--- src/sv/wsfd_pkg.sv ---
// ----------------------------------------------------------------------------
// wsfd_pkg
// Types and codes shared by the websocket frame deframer modules.
// ----------------------------------------------------------------------------
package wsfd_pkg;

    localparam int BYTE_W   = 8;
    localparam int OPCODE_W = 4;
    localparam int COUNT_W  = 4;
    localparam int LENGTH_W = 64;
    localparam int KEY_W    = 32;

    localparam logic [OPCODE_W-1:0] OP_CLOSE = 4'h8;
    localparam logic [OPCODE_W-1:0] OP_PING  = 4'h9;

    localparam logic [6:0] LEN7_EXT16 = 7'd126;
    localparam logic [6:0] LEN7_EXT64 = 7'd127;

    localparam logic [COUNT_W-1:0] EXT16_BYTES = 4'd2;
    localparam logic [COUNT_W-1:0] EXT64_BYTES = 4'd8;
    localparam logic [COUNT_W-1:0] KEY_BYTES   = 4'd4;

    typedef enum logic [2:0] {
        PH_HDR0    = 3'd0,
        PH_HDR1    = 3'd1,
        PH_EXTLEN  = 3'd2,
        PH_KEY     = 3'd3,
        PH_PAYLOAD = 3'd4,
        PH_CLOSED  = 3'd5
    } t_phase;

    typedef enum logic [1:0] {
        EV_DATA  = 2'd0,
        EV_EMPTY = 2'd1,
        EV_PING  = 2'd2,
        EV_CLOSE = 2'd3
    } t_event;

    typedef struct packed {
        logic                valid;
        logic [BYTE_W-1:0]   payload_byte;
        t_event              event_kind;
        logic [OPCODE_W-1:0] frame_opcode;
        logic                final_fragment;
        logic                last_of_frame;
    } t_res;

endpackage

--- src/sv/wsfd_parser.sv ---
// ----------------------------------------------------------------------------
// wsfd_parser
// Frame header, length and key parser; unmasks payload bytes one per request.
// ----------------------------------------------------------------------------
module wsfd_parser (
    input  logic                        i_clk,
    input  logic                        i_rst_n,
    input  logic                        i_accept,
    input  logic [wsfd_pkg::BYTE_W-1:0] i_byte,
    output wsfd_pkg::t_res              o_res
);

    wsfd_pkg::t_phase                      r_phase, n_phase;
    logic [wsfd_pkg::COUNT_W-1:0]          r_count, n_count;
    logic                                  r_fin, n_fin;
    logic [wsfd_pkg::OPCODE_W-1:0]         r_op, n_op;
    logic                                  r_masked, n_masked;
    logic [wsfd_pkg::LENGTH_W-1:0]         r_len, n_len;
    logic [wsfd_pkg::KEY_W-1:0]            r_key, n_key;
    logic [1:0]                            r_kphase, n_kphase;

    logic                                  len_done;
    logic                                  start;
    logic                                  last;
    logic [wsfd_pkg::BYTE_W-1:0]           key_byte;
    logic [6:0]                            len7;
    wsfd_pkg::t_res                        res;

    always_comb begin
        n_phase  = r_phase;
        n_count  = r_count;
        n_fin    = r_fin;
        n_op     = r_op;
        n_masked = r_masked;
        n_len    = r_len;
        n_key    = r_key;
        n_kphase = r_kphase;
        len_done = 1'b0;
        start    = 1'b0;
        last     = 1'b0;
        key_byte = '0;
        len7     = i_byte[6:0];
        res      = '0;

        unique case (r_phase)
            wsfd_pkg::PH_HDR0: begin
                n_fin   = i_byte[7];
                n_op    = i_byte[3:0];
                n_phase = wsfd_pkg::PH_HDR1;
            end
            wsfd_pkg::PH_HDR1: begin
                n_masked = i_byte[7];
                if (len7 == wsfd_pkg::LEN7_EXT16) begin
                    n_len   = '0;
                    n_count = wsfd_pkg::EXT16_BYTES;
                    n_phase = wsfd_pkg::PH_EXTLEN;
                end else if (len7 == wsfd_pkg::LEN7_EXT64) begin
                    n_len   = '0;
                    n_count = wsfd_pkg::EXT64_BYTES;
                    n_phase = wsfd_pkg::PH_EXTLEN;
                end else begin
                    n_len    = {{(wsfd_pkg::LENGTH_W-7){1'b0}}, len7};
                    len_done = 1'b1;
                end
            end
            wsfd_pkg::PH_EXTLEN: begin
                n_len    = {r_len[wsfd_pkg::LENGTH_W-9:0], i_byte};
                n_count  = r_count - 1'b1;
                len_done = (n_count == '0);
            end
            wsfd_pkg::PH_KEY: begin
                n_key   = {r_key[wsfd_pkg::KEY_W-9:0], i_byte};
                n_count = r_count - 1'b1;
                start   = (n_count == '0);
            end
            wsfd_pkg::PH_PAYLOAD: begin
                if (r_len != '0) begin
                    n_len = r_len - 1'b1;
                end
                last = (n_len == '0);
                if (last) begin
                    n_phase = wsfd_pkg::PH_HDR0;
                end
                if (r_op != wsfd_pkg::OP_PING) begin
                    // first key byte sits in the top bits
                    if (r_masked) begin
                        key_byte = r_key[{~r_kphase, 3'b000} +: 8];
                    end
                    n_kphase             = r_kphase + 1'b1;
                    res.valid            = 1'b1;
                    res.payload_byte     = i_byte ^ key_byte;
                    res.event_kind       = wsfd_pkg::EV_DATA;
                    res.last_of_frame    = last;
                end
            end
            default: begin
                n_phase = wsfd_pkg::PH_CLOSED;
            end
        endcase

        if (len_done) begin
            if (n_masked) begin
                n_count = wsfd_pkg::KEY_BYTES;
                n_key   = '0;
                n_phase = wsfd_pkg::PH_KEY;
            end else begin
                start = 1'b1;
            end
        end

        if (start) begin
            n_kphase          = '0;
            res.valid         = 1'b1;
            res.payload_byte  = '0;
            res.last_of_frame = 1'b1;
            if (n_op == wsfd_pkg::OP_CLOSE) begin
                n_phase        = wsfd_pkg::PH_CLOSED;
                res.event_kind = wsfd_pkg::EV_CLOSE;
            end else if (n_op == wsfd_pkg::OP_PING) begin
                n_phase        = (n_len != '0) ? wsfd_pkg::PH_PAYLOAD : wsfd_pkg::PH_HDR0;
                res.event_kind = wsfd_pkg::EV_PING;
            end else if (n_len == '0) begin
                n_phase        = wsfd_pkg::PH_HDR0;
                res.event_kind = wsfd_pkg::EV_EMPTY;
            end else begin
                n_phase   = wsfd_pkg::PH_PAYLOAD;
                res.valid = 1'b0;
            end
        end

        res.frame_opcode   = n_op;
        res.final_fragment = n_fin;
    end

    always_ff @(posedge i_clk) begin
        if (!i_rst_n) begin
            r_phase  <= wsfd_pkg::PH_HDR0;
            r_count  <= '0;
            r_fin    <= 1'b0;
            r_op     <= '0;
            r_masked <= 1'b0;
            r_len    <= '0;
            r_key    <= '0;
            r_kphase <= '0;
        end else if (i_accept) begin
            r_phase  <= n_phase;
            r_count  <= n_count;
            r_fin    <= n_fin;
            r_op     <= n_op;
            r_masked <= n_masked;
            r_len    <= n_len;
            r_key    <= n_key;
            r_kphase <= n_kphase;
        end
    end

    assign o_res = res;

endmodule

--- src/sv/wsfd_out_buf.sv ---
// ----------------------------------------------------------------------------
// wsfd_out_buf
// Result register with a skid stage so the input side keeps moving.
// ----------------------------------------------------------------------------
module wsfd_out_buf (
    input  logic           i_clk,
    input  logic           i_rst_n,
    input  logic           i_push,
    input  wsfd_pkg::t_res i_res,
    input  logic           i_stall,
    output logic           o_valid,
    output wsfd_pkg::t_res o_res,
    output logic           o_full
);

    logic           r_out_v;
    wsfd_pkg::t_res r_out;
    logic           r_sk_v;
    wsfd_pkg::t_res r_sk;
    logic           out_ready;

    assign out_ready = !r_out_v || !i_stall;

    always_ff @(posedge i_clk) begin
        if (!i_rst_n) begin
            r_out_v <= 1'b0;
            r_sk_v  <= 1'b0;
        end else if (out_ready) begin
            if (r_sk_v) begin
                r_out_v <= 1'b1;
                r_sk_v  <= i_push;
            end else begin
                r_out_v <= i_push;
            end
        end else if (i_push) begin
            r_sk_v <= 1'b1;
        end
    end

    always_ff @(posedge i_clk) begin
        if (out_ready) begin
            if (r_sk_v) begin
                r_out <= r_sk;
                r_sk  <= i_res;
            end else begin
                r_out <= i_res;
            end
        end else if (i_push) begin
            r_sk <= i_res;
        end
    end

    assign o_valid = r_out_v;
    assign o_res   = r_out;
    assign o_full  = r_sk_v;

endmodule

--- src/sv/websocket_frame_deframer_top.sv ---
// ----------------------------------------------------------------------------
// websocket_frame_deframer_top
// Receive-side websocket frame parser and payload unmasker.
// ----------------------------------------------------------------------------
// input channel: one raw stream byte per request on i_in_byte, qualified by
// i_valid and held off by o_stall. frames sit back to back in the stream.
// output channel: at most one result per input byte on o_valid / i_stall;
// data bytes come out unmasked, and ping, close and empty data frames give
// a single event with last_of_frame set.
// throughput: one byte per cycle while o_stall is low; header, length, key and
// payload bytes each update the parser state in the cycle they are taken.
// a taken byte's result is registered in the output register or the skid stage.
// when the receiver stalls, one result waits in the output register and one
// more in the skid stage; o_stall rises only when the skid stage is full.
// reset (synchronous, active low) returns the parser to the first header
// byte and empties both output stages. after a close frame the block drops
// every byte without a result until the next reset.
// ----------------------------------------------------------------------------
module websocket_frame_deframer_top (
    input  logic                           i_clk,
    input  logic                           i_rst_n,
    input  logic                           i_valid,
    output logic                           o_stall,
    input  logic [wsfd_pkg::BYTE_W-1:0]    i_in_byte,
    output logic                           o_valid,
    input  logic                           i_stall,
    output logic [wsfd_pkg::BYTE_W-1:0]    o_payload_byte,
    output logic [1:0]                     o_event_kind,
    output logic [wsfd_pkg::OPCODE_W-1:0]  o_frame_opcode,
    output logic                           o_final_fragment,
    output logic                           o_last_of_frame
);

    logic           accept;
    logic           skid_full;
    wsfd_pkg::t_res step_res;
    wsfd_pkg::t_res out_res;

    assign accept = i_valid && !skid_full;

    wsfd_parser u_parser (
        .i_clk   (i_clk),
        .i_rst_n (i_rst_n),
        .i_accept(accept),
        .i_byte  (i_in_byte),
        .o_res   (step_res)
    );

    wsfd_out_buf u_out_buf (
        .i_clk   (i_clk),
        .i_rst_n (i_rst_n),
        .i_push  (accept && step_res.valid),
        .i_res   (step_res),
        .i_stall (i_stall),
        .o_valid (o_valid),
        .o_res   (out_res),
        .o_full  (skid_full)
    );

    assign o_stall          = skid_full;
    assign o_payload_byte   = out_res.payload_byte;
    assign o_event_kind     = out_res.event_kind;
    assign o_frame_opcode   = out_res.frame_opcode;
    assign o_final_fragment = out_res.final_fragment;
    assign o_last_of_frame  = out_res.last_of_frame;

    // skid stage only fills behind a held result
    a_skid_fill: assert property (@(posedge i_clk) disable iff (!i_rst_n)
        $rose(skid_full) |-> $past(o_valid && i_stall))
        else $error("skid stage filled while output was free");

    a_event_last: assert property (@(posedge i_clk) disable iff (!i_rst_n)
        o_valid && (o_event_kind != wsfd_pkg::EV_DATA) |-> o_last_of_frame)
        else $error("event without last_of_frame");

    // close is the final result before reset
    a_close_final: assert property (@(posedge i_clk) disable iff (!i_rst_n)
        o_valid && !i_stall && (o_event_kind == wsfd_pkg::EV_CLOSE) |=> !o_valid)
        else $error("result after close event");

endmodule

--- config.mk ---
export PLATFORM = sky130hd
export DESIGN_NAME = websocket_frame_deframer_top
export DESIGN_NICKNAME = d
export VERILOG_FILES = /design/src/sv/wsfd_pkg.sv /design/src/sv/wsfd_parser.sv /design/src/sv/wsfd_out_buf.sv /design/src/sv/websocket_frame_deframer_top.sv
export SDC_FILE = /design/constraint.sdc
export NUM_CORES = 1
export LEC_CHECK = 0
export BUFFER_PORTS_ARGS = -buffer_cell sky130_fd_sc_hd__buf_4
export CORE_AREA = 2 2 153 155
export DETAILED_ROUTE_END_ITERATION = 16
export DIE_AREA = 0 0 155 157
export GPL_TIMING_DRIVEN = 0
export MAX_ROUTING_LAYER = met4
export PLACE_DENSITY = 0.68
export SLEW_MARGIN = 20
export SYNTH_ARGS = -nofsm -noshare
export SYNTH_HDL_FRONTEND = slang
export SYNTH_SLANG_ARGS = --single-unit
--- constraint.sdc ---
create_clock -name i_clk -period 12.5 [get_ports i_clk]
set_clock_uncertainty 0.1 [all_clocks]
set_input_delay 1.25 -clock i_clk [delete_from_list [all_inputs] [get_ports i_clk]]
set_output_delay 1.25 -clock i_clk [all_outputs]
set_load 0.005 [all_outputs]
==> qor.csv <==
stage,metric,value,unit
outcome,status,"finished, final reports clean",
global_route,vias in the first global route,11400,
detailed_routing,DR WL/cell,33.1,um
clocking,worst skew pair latency,0.45,ns
synthesis,main combinational cell family by area after synthesis,compound AO/OA/AOI/OAI gates,
synthesis,cell area after synthesis,10300,um^2
sta,final setup vio count,0,
worst_setup_path,cells along the critical path,clkbuf_1 > inv_1 > ha_1 > nor3b_1 > clkbuf_1 > nand4_1 > nor4_1 > a31oi_1 > a211oi_1 > nand4_1 > nor4_1 > or4b_4 > a21oi_2,
synthesis,Cells after Synth,1355,
sta,Worst Tran Pin Value,1.23,ns
floorplanning,total die area,24300,um^2
placed_design,Inst Count DP,1669,
detailed_routing,routed vias/inst,7.41,
global_route,total gr overflow,0,
global_route,initial antenna violation count,1,
clocking,CTS Sinks,145,
placed_design,PortBufs,28,
global_route,largest net degree at the start of global routing,20,
floorplanning,Core Rows,55,
synthesis,Ys Warns,0,
synthesis,Simple-Gate Fraction of Synth Area,0.271,
clocking,CTS Buf Count,17,
layout,nets,1419,
layout,Layout area overhead,11.7,%
run,Max-Cap Viols,0,
synthesis,xor/xnor share of the synthesized area,0.0271,
global_route,GR Util All Layers,0.470,
clocking,post-CTS setup buffers,0,
synthesis,syn_nets,1371,
layout,layout cells sized above 1,0.0911,
worst_setup_path,Max stage delay on crit path,0.93,ns
worst_setup_path,CP arrival,7.72,ns
placed_design,gpl congestion,1.12,
worst_hold_path,HP Start,u_parser.r_count[3],
synthesis,adder-cell share of the synthesized area,0.00484,
worst_setup_path,Critical R2R Launch,u_parser.r_len[0],
global_route,first-pass GRT wire length,79.6,mm
detailed_routing,ANT nets after route,0,
floorplanning,Die Y,157,um
layout,"commonest non-fill, non-tap cells in the layout","168 x nor2_1, 119 x clkbuf_1, 113 x nand2_1, 113 x dfxtp_1, 79 x a21oi_1",
placed_design,HPWL Detailed,41.1,mm
power_and_ir_drop,Power Dens Cells,134,nW/um^2
synthesis,main flop type after synthesis,dfxtp_1,
clocking,H-tree Lvls,4,
power_and_ir_drop,P_leak,3.90,nW
detailed_routing,final WL,56.3,mm
sta,setup TNS,0,ns
sta,Relative slew margins,0.172,
layout,Fillers,2188,
detailed_routing,drt pass-1 iters,7,
layout,final non-filler cell total,1702,
detailed_routing,detailed-route via count,12600,
sta,Final Critical Period,7.75,ns
worst_hold_path,Worst Hold Class,reg2reg,
worst_setup_path,CP startpoint,u_parser.r_len[0],
worst_setup_path,Crit path max-delay family,simple AND/OR/NAND/NOR gates,
sta,unrepaired setup endpoints after global routing,no,
floorplanning,starting density of the core,0.459,
synthesis,post-synthesis cell type count,83,
power_and_ir_drop,peak supply drop,0.0808,mV
worst_setup_path,Setup crit end kind,flop,
worst_setup_path,Worst Path Buf+Inv,3,
layout,"commonest non-fill, non-tap cell in the layout",nor2_1,
sta,Tcrit/Tclk final,0.620,
synthesis,syn avg cell area,7.63,um^2
sta,fmax,0.129,GHz
floorplanning,Core ar.,22500,um^2
synthesis,post-synthesis compound-gate area fraction,0.278,
worst_setup_path,slowest CP cell,nor3b_1,
synthesis,"EDFF count, synth",32,
worst_setup_path,Critical Path RT,12.47,ns
floorplanning,Die W,155,um
clocking,Longest Clk Path Bufs,2,
clocking,# hold bufs at CTS,0,
synthesis,multiplexer area fraction after synthesis,0.0413,
worst_setup_path,critical path startpoint category,flop,
detailed_routing,Residual DRC,0,
synthesis,Seq cells post-synth,145,
clocking,Root Buffer,clkbuf_16,
worst_setup_path,kind of critical path,reg2reg,
floorplanning,io pins,30,
clocking,Clock Pin Slew Worst Setup and Hold Paths,0.07,ns
synthesis,async set or reset register ratio after synthesis,0,
synthesis,sequential share of the synthesized area,0.312,
clocking,PostCTS Resize Cnt,0,
sta,Final Max Slew Viols,0,
detailed_routing,DRT iter0 DRCs,2311,
clocking,CTS tree,built,
worst_setup_path,crit-path max FO,16,
sta,"Hold Vio Cnt, Final",0,
-- cell usage after synthesis (6+ instances only) --
cell | number | area [um^2]
o21ai_0 | 69 | 345
nand4_1 | 29 | 181
nor3_1 | 53 | 265
o31ai_1 | 25 | 188
a32oi_1 | 7 | 61.3
nand2b_1 | 12 | 75.1
a31oi_1 | 16 | 100
or4_1 | 21 | 158
mux2i_1 | 10 | 100
a21o_1 | 9 | 67.6
nand3_1 | 27 | 135
nand2_1 | 113 | 424
nor4_1 | 49 | 307
buf_2 | 12 | 60.1
xor2_1 | 18 | 158
and3_1 | 8 | 50.1
mux2_2 | 13 | 146
o211ai_1 | 12 | 90.1
edfxtp_1 | 32 | 961
a221oi_1 | 8 | 70.1
inv_1 | 23 | 86.3
a211oi_1 | 48 | 360
xnor2_1 | 14 | 123
o2111ai_1 | 10 | 87.6
or3_1 | 22 | 138
a222oi_1 | 7 | 70.1
a21oi_1 | 80 | 400
or2_2 | 6 | 37.5
clkbuf_1 | 119 | 447
o22ai_1 | 17 | 106
a22oi_1 | 40 | 300
mux4_2 | 8 | 180
buf_1 | 12 | 45.0
o21a_1 | 11 | 82.6
nor2_1 | 168 | 631
dfxtp_1 | 113 | 2260
-- final timing paths --
kind,to,slack [ns],depth (start not counted)
worst min-delay path,u_parser.r_count[3],0.38,2
worst min register to register,u_parser.r_count[3],0.38,2
worst max register to register,u_out_buf.r_sk[1],4.75,13
worst max-delay path,u_out_buf.r_sk[1],4.75,13
-- report_power, final --
part | total (mW) | internal, mW | switching [mW]
Sequential | 0.519 | 0.503 | 0.0166
Clock | 0.538 | 0.272 | 0.266
Combinational | 0.488 | 0.131 | 0.357
-- sequential cells by signal, indices dropped and copies added, names as in the netlist --
name	count
u_parser.r_fin	1
u_parser.r_kphase	2
u_out_buf.o_valid	1
u_parser.r_key	32
u_parser.r_masked	1
u_parser.r_len	64
u_out_buf.o_full	1
u_parser.r_op	4
u_parser.r_phase	3
u_out_buf.o_res	16
u_parser.r_count	4
u_out_buf.r_sk	16
-- area by class of cell --
type                    count  area (um^2)  area share
well taps                 285          357      0.0309
diodes                      1         2.50    0.000217
clock inverters            15          186      0.0161
inverters                  24         90.1     0.00780
flip-flops and latches    145         3220       0.279
repair buffers             29          218      0.0189
plain buffers             148          598      0.0518
multi-input cells        1038         6450       0.558
clock buffers              17          425      0.0368
-- cells by family (layout without fill, tap and decap cells) --
group                      after synthesis  after routing
and+or+nand+nor                        551            551
muxes                                   31             31
other                                    0              1
xor gates and xnor gates                32             32
AOI/OAI and AO/OA                      420            420
buffers and inverters                  172            233
adders and majority gates                4              4
DFF                                    145            145
-- tightest hold or removal path: stages (launching register included) --
cell and delay (ns):
dfxtp_1 0.32, nand2b_1 0.06, a21oi_1 0.06
-- metrics by stage --
step | hold slack, ns | power [mW] | utilization | setup WS [ns] | area, um^2
final | 0.381 | 1.55 | 0.513 | 4.75 | 11500
after floorplan | 0.350 | 0.792 | - | 7.54 | 10300
after detailed placement | 0.375 | 0.977 | 0.485 | 5.41 | 10900
after CTS | 0.385 | 1.50 | 0.513 | 5.38 | 11500
after global placement | 0.362 | 0.980 | 0.485 | 5.26 | 10900
after global routing | 0.418 | 1.57 | 0.513 | 4.87 | 11500
-- routing by layer --
layer	track usage	wire [um]	up-vias
li1	-	-	5233
met1	0.598	21300	5947
met2	0.631	22200	1149
met3	0.189	9120	289
met4	0.254	3610	0
met5	-	0	-
No activity file was read; power rests on OpenSTA's default activity.
